## config.mk

```make
export PLATFORM = sky130hd
export DESIGN_NAME = gfps_nbr
export DESIGN_NICKNAME = d
export VERILOG_FILES = /design/src/hdl/gfps_pkg.sv /design/src/hdl/gfps_nbr.sv
export SDC_FILE = /design/constraint.sdc
export NUM_CORES = 1
export LEC_CHECK = 0
export BUFFER_PORTS_ARGS = -buffer_cell sky130_fd_sc_hd__buf_4
export CAP_MARGIN = 20
export CORE_AREA = 4 4 41 43
export DETAILED_ROUTE_END_ITERATION = 10
export DIE_AREA = 0 0 45 47
export GPL_TIMING_DRIVEN = 0
export PLACE_DENSITY = 0.69
export SYNTH_ARGS = -nofsm -noshare
export SYNTH_HDL_FRONTEND = slang
export SYNTH_SLANG_ARGS = --single-unit
export TNS_END_PERCENT = 50
```

## constraint.sdc

```tcl
create_clock -name vclk -period 2.8
set_input_delay 0.56 -clock vclk [all_inputs]
set_output_delay 0.56 -clock vclk [all_outputs]
set_load 0.03 [all_outputs]
```

## src/hdl/gfps_pkg.sv

```systemverilog
// Package for the grid flood-fill power scan core: grid and stack sizes,
// state encoding, neighbour result struct and tile index helper. No dependencies.
`timescale 1ns / 1ps
`default_nettype none
package gfps_pkg;

  localparam int GRID_WIDTH  = 128;
  localparam int GRID_HEIGHT = 128;
  localparam int STACK_DEPTH = 256;

  localparam int COORD_W    = 7;
  localparam int TILE_COUNT = GRID_WIDTH * GRID_HEIGHT;
  localparam int TILE_W     = $clog2(TILE_COUNT);
  localparam int STACK_W    = $clog2(STACK_DEPTH);
  localparam int VISIT_W    = 24;
  localparam int PLANT_W    = 12;

  localparam logic [VISIT_W-1:0] VISIT_MAX      = '1;
  localparam logic [10:0]        COAL_VISITS    = 11'd700;
  localparam logic [10:0]        NUCLEAR_VISITS = 11'd2000;

  typedef enum logic [1:0] {
    KIND_LOAD = 2'd0,
    KIND_PUSH = 2'd1,
    KIND_SCAN = 2'd2,
    KIND_READ = 2'd3
  } kind_t;

  typedef enum logic [1:0] {
    DIR_N = 2'd0,
    DIR_E = 2'd1,
    DIR_S = 2'd2,
    DIR_W = 2'd3
  } dir_t;

  localparam logic CFG_COAL    = 1'b0;
  localparam logic CFG_NUCLEAR = 1'b1;

  typedef enum logic [3:0] {
    ST_IDLE,
    ST_CLEAR,
    ST_POP,
    ST_POP_WAIT,
    ST_STEP,
    ST_PROBE,
    ST_PROBE_WAIT,
    ST_DECIDE,
    ST_RESP
  } state_t;

  typedef struct packed {
    logic               ok;
    logic [COORD_W-1:0] x;
    logic [COORD_W-1:0] y;
  } nbr_t;

  function automatic logic [TILE_W-1:0] tile_idx(input logic [COORD_W-1:0] x,
                                                 input logic [COORD_W-1:0] y);
    logic [2*TILE_W-1:0] prod;
    prod = TILE_W'(y) * TILE_W'(GRID_WIDTH);
    return prod[TILE_W-1:0] + TILE_W'(x);
  endfunction

  function automatic logic in_grid(input logic [COORD_W-1:0] x,
                                   input logic [COORD_W-1:0] y);
    return ({1'b0, x} < (COORD_W+1)'(GRID_WIDTH)) &&
           ({1'b0, y} < (COORD_W+1)'(GRID_HEIGHT));
  endfunction

endpackage
`default_nettype wire

```

## src/hdl/gfps_nbr.sv

```systemverilog
// Shared neighbour unit: coordinate of the cursor's neighbour in one direction
// and whether it lies on the grid. Depends on gfps_pkg.
`timescale 1ns / 1ps
`default_nettype none
module gfps_nbr (
  input  wire logic [gfps_pkg::COORD_W-1:0] cur_x,
  input  wire logic [gfps_pkg::COORD_W-1:0] cur_y,
  input  wire logic [1:0]                   dir,
  output gfps_pkg::nbr_t                    nbr
);

  logic [gfps_pkg::COORD_W:0] x_inc;
  logic [gfps_pkg::COORD_W:0] y_inc;

  always_comb begin
    x_inc = {1'b0, cur_x} + 1'b1;
    y_inc = {1'b0, cur_y} + 1'b1;
    nbr.x  = cur_x;
    nbr.y  = cur_y;
    nbr.ok = 1'b0;
    unique case (dir)
      gfps_pkg::DIR_N: begin
        nbr.ok = (cur_y != '0);
        nbr.y  = cur_y - 1'b1;
      end
      gfps_pkg::DIR_E: begin
        nbr.ok = x_inc < (gfps_pkg::COORD_W+1)'(gfps_pkg::GRID_WIDTH);
        nbr.x  = x_inc[gfps_pkg::COORD_W-1:0];
      end
      gfps_pkg::DIR_S: begin
        nbr.ok = y_inc < (gfps_pkg::COORD_W+1)'(gfps_pkg::GRID_HEIGHT);
        nbr.y  = y_inc[gfps_pkg::COORD_W-1:0];
      end
      default: begin
        nbr.ok = (cur_x != '0);
        nbr.x  = cur_x - 1'b1;
      end
    endcase
  end

endmodule
`default_nettype wire

```

==> Word-level counts from Yosys, hierarchy flattened <==
Index checks and enable logic that the tools add are counted.
{ "op_classes": {"n_addsub": 4, "n_lt_le_gt_ge": 2, "eq_ne": 2, "n_mux": 3, "reduce_logical": 4} }
{ "ops": {"columns": ["cell", "count"], "rows": [
  ["7-bit one-hot mux with 2 select lines", 2],
  ["7-bit by 1-bit adder with 8-bit output (second input constant)", 2],
  ["8-bit < comparator (second input constant)", 2],
  ["7-bit nonzero test", 2],
  ["7-bit by 1-bit subtractor with 7-bit output (second input constant)", 2],
  ["1-bit one-hot mux with 3 select lines", 1],
  ["2-bit by 1-bit == test with 1-bit output (second input constant)", 1],
  ["2-bit == test (second input constant)", 1],
  ["2-bit logical NOT", 1],
  ["2-bit OR reduction", 1]
]} }
{ "word_totals": {"ff_bits": 0, "inputBits": 16} }

==> Depth between registers and ports, before layout <==
Gate-level depths: netlist of the first run.
{ "logic_depth": {"word_depth": 3, "depth_mapped": 6, "ltp_nobuf": 6} }

==> Worst setup path after synthesis of the first run <==
Ideal clock, no wire load.
{ "synth_path": {"kind": "in2out", "from": "input cur_y[0] in the netlist's numbering", "to": "output nbr[6] in the netlist's numbering", "t_arrival_ns": 2.198, "required_time_ns": 2.240, "slack_ns": 0.042, "stages": 6, "n_path_buf": 0, "cell_sequence": "inv_1 ha_1 or4b_4 or4_4 o21ai_2 xor2_1"} }
{ "synth_lines": {"columns": ["element", "line", "source"], "rows": [
  ["start, declared", "gfps_nbr.sv:7", "input wire logic [gfps_pkg::COORD_W-1:0] cur_y,"],
  ["end, declared", "gfps_nbr.sv:9", "output gfps_pkg::nbr_t nbr"]
]} }

==> results of run 1 <==
-- power by group --
| group | internal [mW] | total, mW | leakage (nW) | switching, mW |
|---|---|---|---|---|
| Sequential | 0 | 0 | 0 | 0 |
| Clock | 0 | 0 | 0 | 0 |
| Combinational | 0.0552 | 0.132 | 0.325 | 0.0768 |
| Total | 0.0552 | 0.132 | 0.325 | 0.0768 |
-- layout make-up --
cell class                      instances  area (um2)
Tap cell                               15        18.8
Timing Repair Buffer                   30         225
Fill cell                             151         591
Multi-Input combinational cell         58         439
Buffer                                  3        12.5
Inverter                                4        15.0
-- worst max-delay path by stage --
stage / to / slack, ps / cells past startpoint / from
2_1_floorplan: nbr[6] / 40 / 6 / cur_y[0]
3_3_place_gp: nbr[6] / 60 / 8 / cur_y[0]
3_5_place_dp: nbr[6] / 20 / 8 / cur_y[0]
4_1_cts: nbr[6] / 20 / 8 / cur_y[0]
5_1_grt: nbr[6] / -20 / 8 / cur_y[0]
6_report: nbr[6] / 40 / 8 / cur_y[0]
-- kinds of logic after synthesis --
logic type / count (synthesis) / share of synthesized area
simple gates: 26 / 0.383
compound gates: 13 / 0.166
xor+xnor: 14 / 0.263
buf+inv: 7 / 0.0589
fa+ha+maj: 4 / 0.107
mux: 1 / 0.0214
-- through the flow --
| step | instances | TNS (ps) | instance area [um2] | hold slack (ps) |
|---|---|---|---|---|
| floorplan | 65 | 0 | 467 | 1290 |
| global placement | 110 | 0 | 711 | 1430 |
| detailed placement | 110 | 0 | 711 | 1440 |
| CTS | 110 | 0 | 711 | 1440 |
| global route | 110 | -18.1 | 711 | 1450 |
| finish | 110 | 0 | 711 | 1430 |
-- cells in the mapped netlist --
master    count
a21oi_1       4
and2_1        1
and3_1        1
buf_1         1
buf_2         1
clkbuf_1      1
ha_1          4
inv_1         4
mux2i_1       1
nand2_1       2
nand3_1       1
nand3b_1      2
nand4_1       4
nand4b_1      1
nor2_1        3
nor2b_1       1
nor3b_1       1
nor4_1        2
nor4b_1       2
nor4bb_1      1
o21ai_0       4
o21ai_1       1
o21ai_2       1
o21bai_1      1
o22ai_1       1
o311a_1       1
or4_1         2
or4_4         1
or4b_4        1
xnor2_1       6
xor2_1        8
-- critical path, delay by kind of cell --
kind,cells,cell delay (ps)
AO/OA/AOI/OAI,1,70
XOR/XNOR,1,150
adder cells (fa/ha/maj),1,160
AND/OR/NAND/NOR,2,910
buffers and inverters,3,360
-- routing by layer --
metal  global-route usage  vias up
li1                     -      304
met1                0.171      256
met2                0.215       16
met3               0.0153        0
met4               0.0117        0
met5                    0        -
==> results.cfg, run 1 <==
[routing]
highest_layer = met3
via_per_inst = 5.24
drt_wl_total_um = 1310
avgRoutedWirePerCell_um = 11.9
wl_met3_um = 93
vias = 576
ant_nets = 0
met2WireLength_um = 614
drtPass1Iterations = 3
drc_errors = 0
m1WireLength_um = 603
dr.first_iter.drc_count = 7

[run]
maxCapViolCount = 0

[power_and_ir_drop]
cellLeakagePower_nw = 0.325
power.density_mw_per_mm2 = 186
ir_drop_mv = 0.0976
totalPowerFinal_uw = 132

[timing]
post-route-period-util = 0.987
timing.final.crit_period_ps = 2760
rsz0062_at_grt = true
setup_violations = 0
worst_slack_ps = 36.4
final_hold_viol_count = 0
slew-limit-headroom = 0.696
drv_slew = 0
worst_slew_pin_slew_ps = 456
max_freq_mhz = 362

[critical_path]
crit_chain = buf_4, inv_1, ha_1, or4b_4, or4_4, o21ai_2, xor2_1, buf_4
critPathKind = input port to primary output
cp_max_fo = 5
arrival_ps = 2200
end_kind = primary output
start_kind = input port
required_ps = 2240
worst_path_most_repeated_cell = buf_4
cp_slowest_cell = or4b_4
slowest_delay_ps = 480

[grt]
grt_max_degree = 11
antenna_found_initial = 0
grt_pass1_vias = 509
grt_overflow_total = 0
track_usage = 0.124
grt_first_pass_wirelength_um = 2100

[status]
outcome = finished, final reports clean

[worst_hold_path]
hold_path.class = input port to primary output
min_from = cur_x[6]
whs_endpoint = nbr[13]
whs_path_depth = 3

[placement]
gp_congestion = 0.783
hpwl_um = 1110
numPortBuffers = 30
pre_cts_ws_ps = 20.4

[layout]
area_growth_syn_to_layout_pct = 52.3
n_clock_buffer = 0
area.sequential_um2 = 0
insertedDiodeCount = 0
nFlopsAndLatches = 0
fin_nets = 117
final_core_util = 0.546
layout_common_cells = buf_4 (30), xor2_1 (8), xnor2_1 (6)
layout-drive-gt1-share = 0.358
layout_commonest_cell = buf_4

[die]
die_y_um = 47
placeableCoreArea_mm2 = 0.00130
fp-row-count = 13
start_util = 0.359
ios = 31
die_w_um = 45
dieArea_mm2 = 0.00212

[synthesis]
yosysSeqAreaShare = 0
syn_inst = 65
synth.distinct_cells = 31
syn_nets = 85
syn_area_um2 = 467
synth_largest_area_cell = xor2_1
synth_top_area_frac = 0.150
syn_area_per_cell_um2 = 7.18
synth_area_leaders = xor2_1 (15%), xnor2_1 (11%), ha_1 (11%)
ys_warn_count = 0

[cts]
post_cts_buffers = 0
post_cts_resized = 0
postCtsHoldBufs = 0
No activity file was read; power rests on OpenSTA's default activity.
==> run 2: changes to the inputs <==
Settings changed: CORE_AREA 4 4 41 43 to unset, CORE_MARGIN set to 4, CORE_UTILIZATION set to 35, DIE_AREA 0 0 45 47 to unset, REMOVE_ABC_BUFFERS set to 1.
==> results.cfg, run 2 (synthesized netlist as in run 1, its figures left out) <==
[status]
outcome = finished, final reports clean

[grt]
grt_first_pass_wirelength_um = 2010
antenna_found_initial = 0
grt_max_degree = 20
grt_pass1_vias = 476
track_usage = 0.122
grt_overflow_total = 0

[critical_path]
critPathKind = input port to primary output
end_kind = primary output
cp_max_fo = 3
required_ps = 2240
arrival_ps = 2220
start_kind = input port

[power_and_ir_drop]
cellLeakagePower_nw = 0.339
totalPowerFinal_uw = 139
ir_drop_mv = 0.133
power.density_mw_per_mm2 = 184

[timing]
drv_slew = 0
final_hold_viol_count = 0
worst_slew_pin_slew_ps = 399
post-route-period-util = 0.992
max_freq_mhz = 360
setup_violations = 0
worst_slack_ps = 21.1
holdWs_ps = 1430
rsz0062_at_grt = true
timing.final.crit_period_ps = 2780
slew-limit-headroom = 0.730

[layout]
nFlopsAndLatches = 0
fin_cells = 109
fill_cells = 123
layout_common_cells = buf_4 (31), xor2_1 (8), xnor2_1 (6)
fin_nets = 117
layout-drive-gt1-share = 0.421
n_clock_buffer = 0
insertedDiodeCount = 0
area.sequential_um2 = 0
area_growth_syn_to_layout_pct = 61.9
layout_commonest_cell = buf_4
finalInstanceArea_um2 = 756

[routing]
via_per_inst = 5.44
ant_nets = 0
drt_wl_total_um = 1350
drc_errors = 0
drtPass1Iterations = 4
avgRoutedWirePerCell_um = 12.3
dr.first_iter.drc_count = 8
vias = 593

[placement]
pre_cts_ws_ps = 35.9
placed_area_um2 = 704
hpwl_um = 1050
gp_congestion = 0.699
numPortBuffers = 31
dp_cells = 107

[die]
die_w_um = 44.5
placeableCoreArea_mm2 = 0.00119
fp-row-count = 12
ios = 31
start_util = 0.393
dieArea_mm2 = 0.00198
die_y_um = 44.5

[run]
maxCapViolCount = 0

[worst_hold_path]
hold_path.class = input port to primary output

[cts]
postCtsHoldBufs = 0
run 2: cell count changes in the layout (fill, tap and decap cells not counted), sizes merged:
cell,delta
clkbuf,-1
buf,+1
run 2: worst paths after layout:
kind	start	end	slack, ps	depth (start not counted)
worst max-delay path	cur_y[1]	nbr[6]	20	8
worst min-delay path	cur_y[6]	nbr[6]	1430	3
run 2: area by class of cell:
cell class         instances  area, um2  share of cell area
inverters                  4       20.0              0.0265
multi-input cells         58        455               0.603
well taps                 14       17.5              0.0232
repair buffers            33        263               0.348
run 2: worst max-delay path, stage by stage:
cell	delay, ps
buf_8	100
inv_4	50
ha_4	120
or4b_4	470
or4_4	530
o21ai_2	80
xor2_1	150
buf_4	170
run 2: layer usage:
metal / GRT usage / vias to the layer above / wire (um)
met1: 0.176 / 273 / 564
met3: 0.00407 / 0 / 88
met5: 0 / - / 0
met2: 0.209 / 18 / 693
li1: - / 302 / -
met4: 0 / 0 / 0
run 2: power by group:
part           total [mW]  switching (mW)  leakage (nW)  internal, mW
Sequential              0               0             0             0
Clock                   0               0             0             0
Combinational       0.139          0.0787         0.339        0.0603
run 2: what timing repair did:
action	in CTS	in global routing
endpoints found under the setup margin	0	1
hold endpoints to repair	0	0
buffers inserted	0	2
gates resized for setup	0	11
run 2: metrics by stage:
step	setup TNS [ps]	util
2_1_floorplan	0	-
3_3_place_gp	0	0.594
3_5_place_dp	0	0.594
4_1_cts	0	0.594
5_1_grt	-60.2	0.637
6_report	0	0.637
==> run 3: changes to the inputs <==
Settings changed: CORE_AREA set to 4 4 41 43, CORE_MARGIN 4 to unset, CORE_UTILIZATION 35 to unset, DIE_AREA set to 0 0 45 47.
==> results.cfg, run 3 (synthesized netlist as in run 1, its figures left out) <==
[power_and_ir_drop]
netSwitchingFraction = 0.578
power.density_mw_per_mm2 = 185
cellLeakagePower_nw = 0.322
p_int_uw = 55.1
clock_power_share = 0
p_seq_frac = 0
p_comb_frac = 1.000
ir_drop_mv = 0.0785
totalPowerFinal_uw = 131
p_switching_uw = 75.6

[layout]
finalInstanceArea_um2 = 706
area_growth_syn_to_layout_pct = 51.2
layout_common_cells = buf_4 (31), xor2_1 (8), xnor2_1 (6)
fin_nets = 115
layout-drive-gt1-share = 0.366
fin_cells = 108
layout_commonest_cell = buf_4
multi_input_area_um2 = 439
final_core_util = 0.542
fill_cells = 145
nFlopsAndLatches = 0
area.sequential_um2 = 0
insertedDiodeCount = 0
n_clock_buffer = 0

[timing]
max_freq_mhz = 364
rsz0062_at_grt = false
slew-limit-headroom = 0.742
holdWs_ps = 1440
timing.final.crit_period_ps = 2750
worst_slack_ps = 53.2
setup_violations = 0
final_hold_viol_count = 0
drv_slew = 0
worst_slew_pin_slew_ps = 382
setup-tns-final_ps = 0
post-route-period-util = 0.981

[routing]
vias = 556
met2WireLength_um = 532
via_per_inst = 5.15
wl_met3_um = 94
drt_wl_total_um = 1200
highest_layer = met3
drc_errors = 0
avgRoutedWirePerCell_um = 11.1
dr.first_iter.drc_count = 5
m1WireLength_um = 573
ant_nets = 0
drtPass1Iterations = 4

[worst_hold_path]
hold_path.class = input port to primary output
whs_path_depth = 3

[grt]
track_usage = 0.110
grt_first_pass_wirelength_um = 1910
antenna_found_initial = 0
grt_overflow_total = 0
grt_max_degree = 20
grt_pass1_vias = 472

[critical_path]
worst_path_most_repeated_cell = buf_4
start_kind = input port
end_kind = primary output
arrival_ps = 2190
critPathKind = input port to primary output
required_ps = 2240
crit_chain = buf_4, inv_1, ha_1, or4b_4, or4_4, o21ai_2, xor2_1, buf_4
slowest_delay_ps = 470
cp_slowest_cell = or4b_4
cp_max_fo = 5

[placement]
hpwl_um = 962
placed_area_um2 = 706
pre_cts_ws_ps = 42.5
numPortBuffers = 31
gp_congestion = 0.777
dp_cells = 108

[die]
ios = 31
die_y_um = 47
die_w_um = 45
placeableCoreArea_mm2 = 0.00130
dieArea_mm2 = 0.00212
fp-row-count = 13
start_util = 0.359

[status]
outcome = finished, final reports clean

[cts]
post_cts_buffers = 0
post_cts_resized = 0
postCtsHoldBufs = 0

[run]
maxCapViolCount = 0
-- run 3: cell count changes in the layout (fill, tap and decap cells not counted), sizes merged --
cell	before	now
buf	33	31
-- run 3: routing by layer --
metal	vias to the layer above	track usage
met2	21	0.181
met1	237	0.166
met3	0	0.00766
met4	0	0
met5	-	0
li1	298	-
-- run 3: final cells by class --
class | instances | area share
multi-input combinational | 58 | 0.622
timing repair buffer | 31 | 0.330
inverter | 4 | 0.0213
tap | 15 | 0.0266
-- run 3: power groups by stage --
stage	registers [mW]	clock network, mW	logic, mW
floorplan	0	0	0.0675
global placement	0	0	0.130
detailed placement	0	0	0.131
CTS	0	0	0.132
global route	0	0	0.142
finish	0	0	0.131
-- run 3: final timing paths --
path                     start  endpoint  slack [ps]
worst max-delay path  cur_y[0]    nbr[6]          50
worst min-delay path  cur_x[6]   nbr[13]        1440
-- run 3: critical path: cells and delay by family --
family          cells  cell delay (ps)
xor+xnor            1              150
compound gates      1               70
fa+ha+maj           1              150
buf+inv             3              350
simple gates        2              890
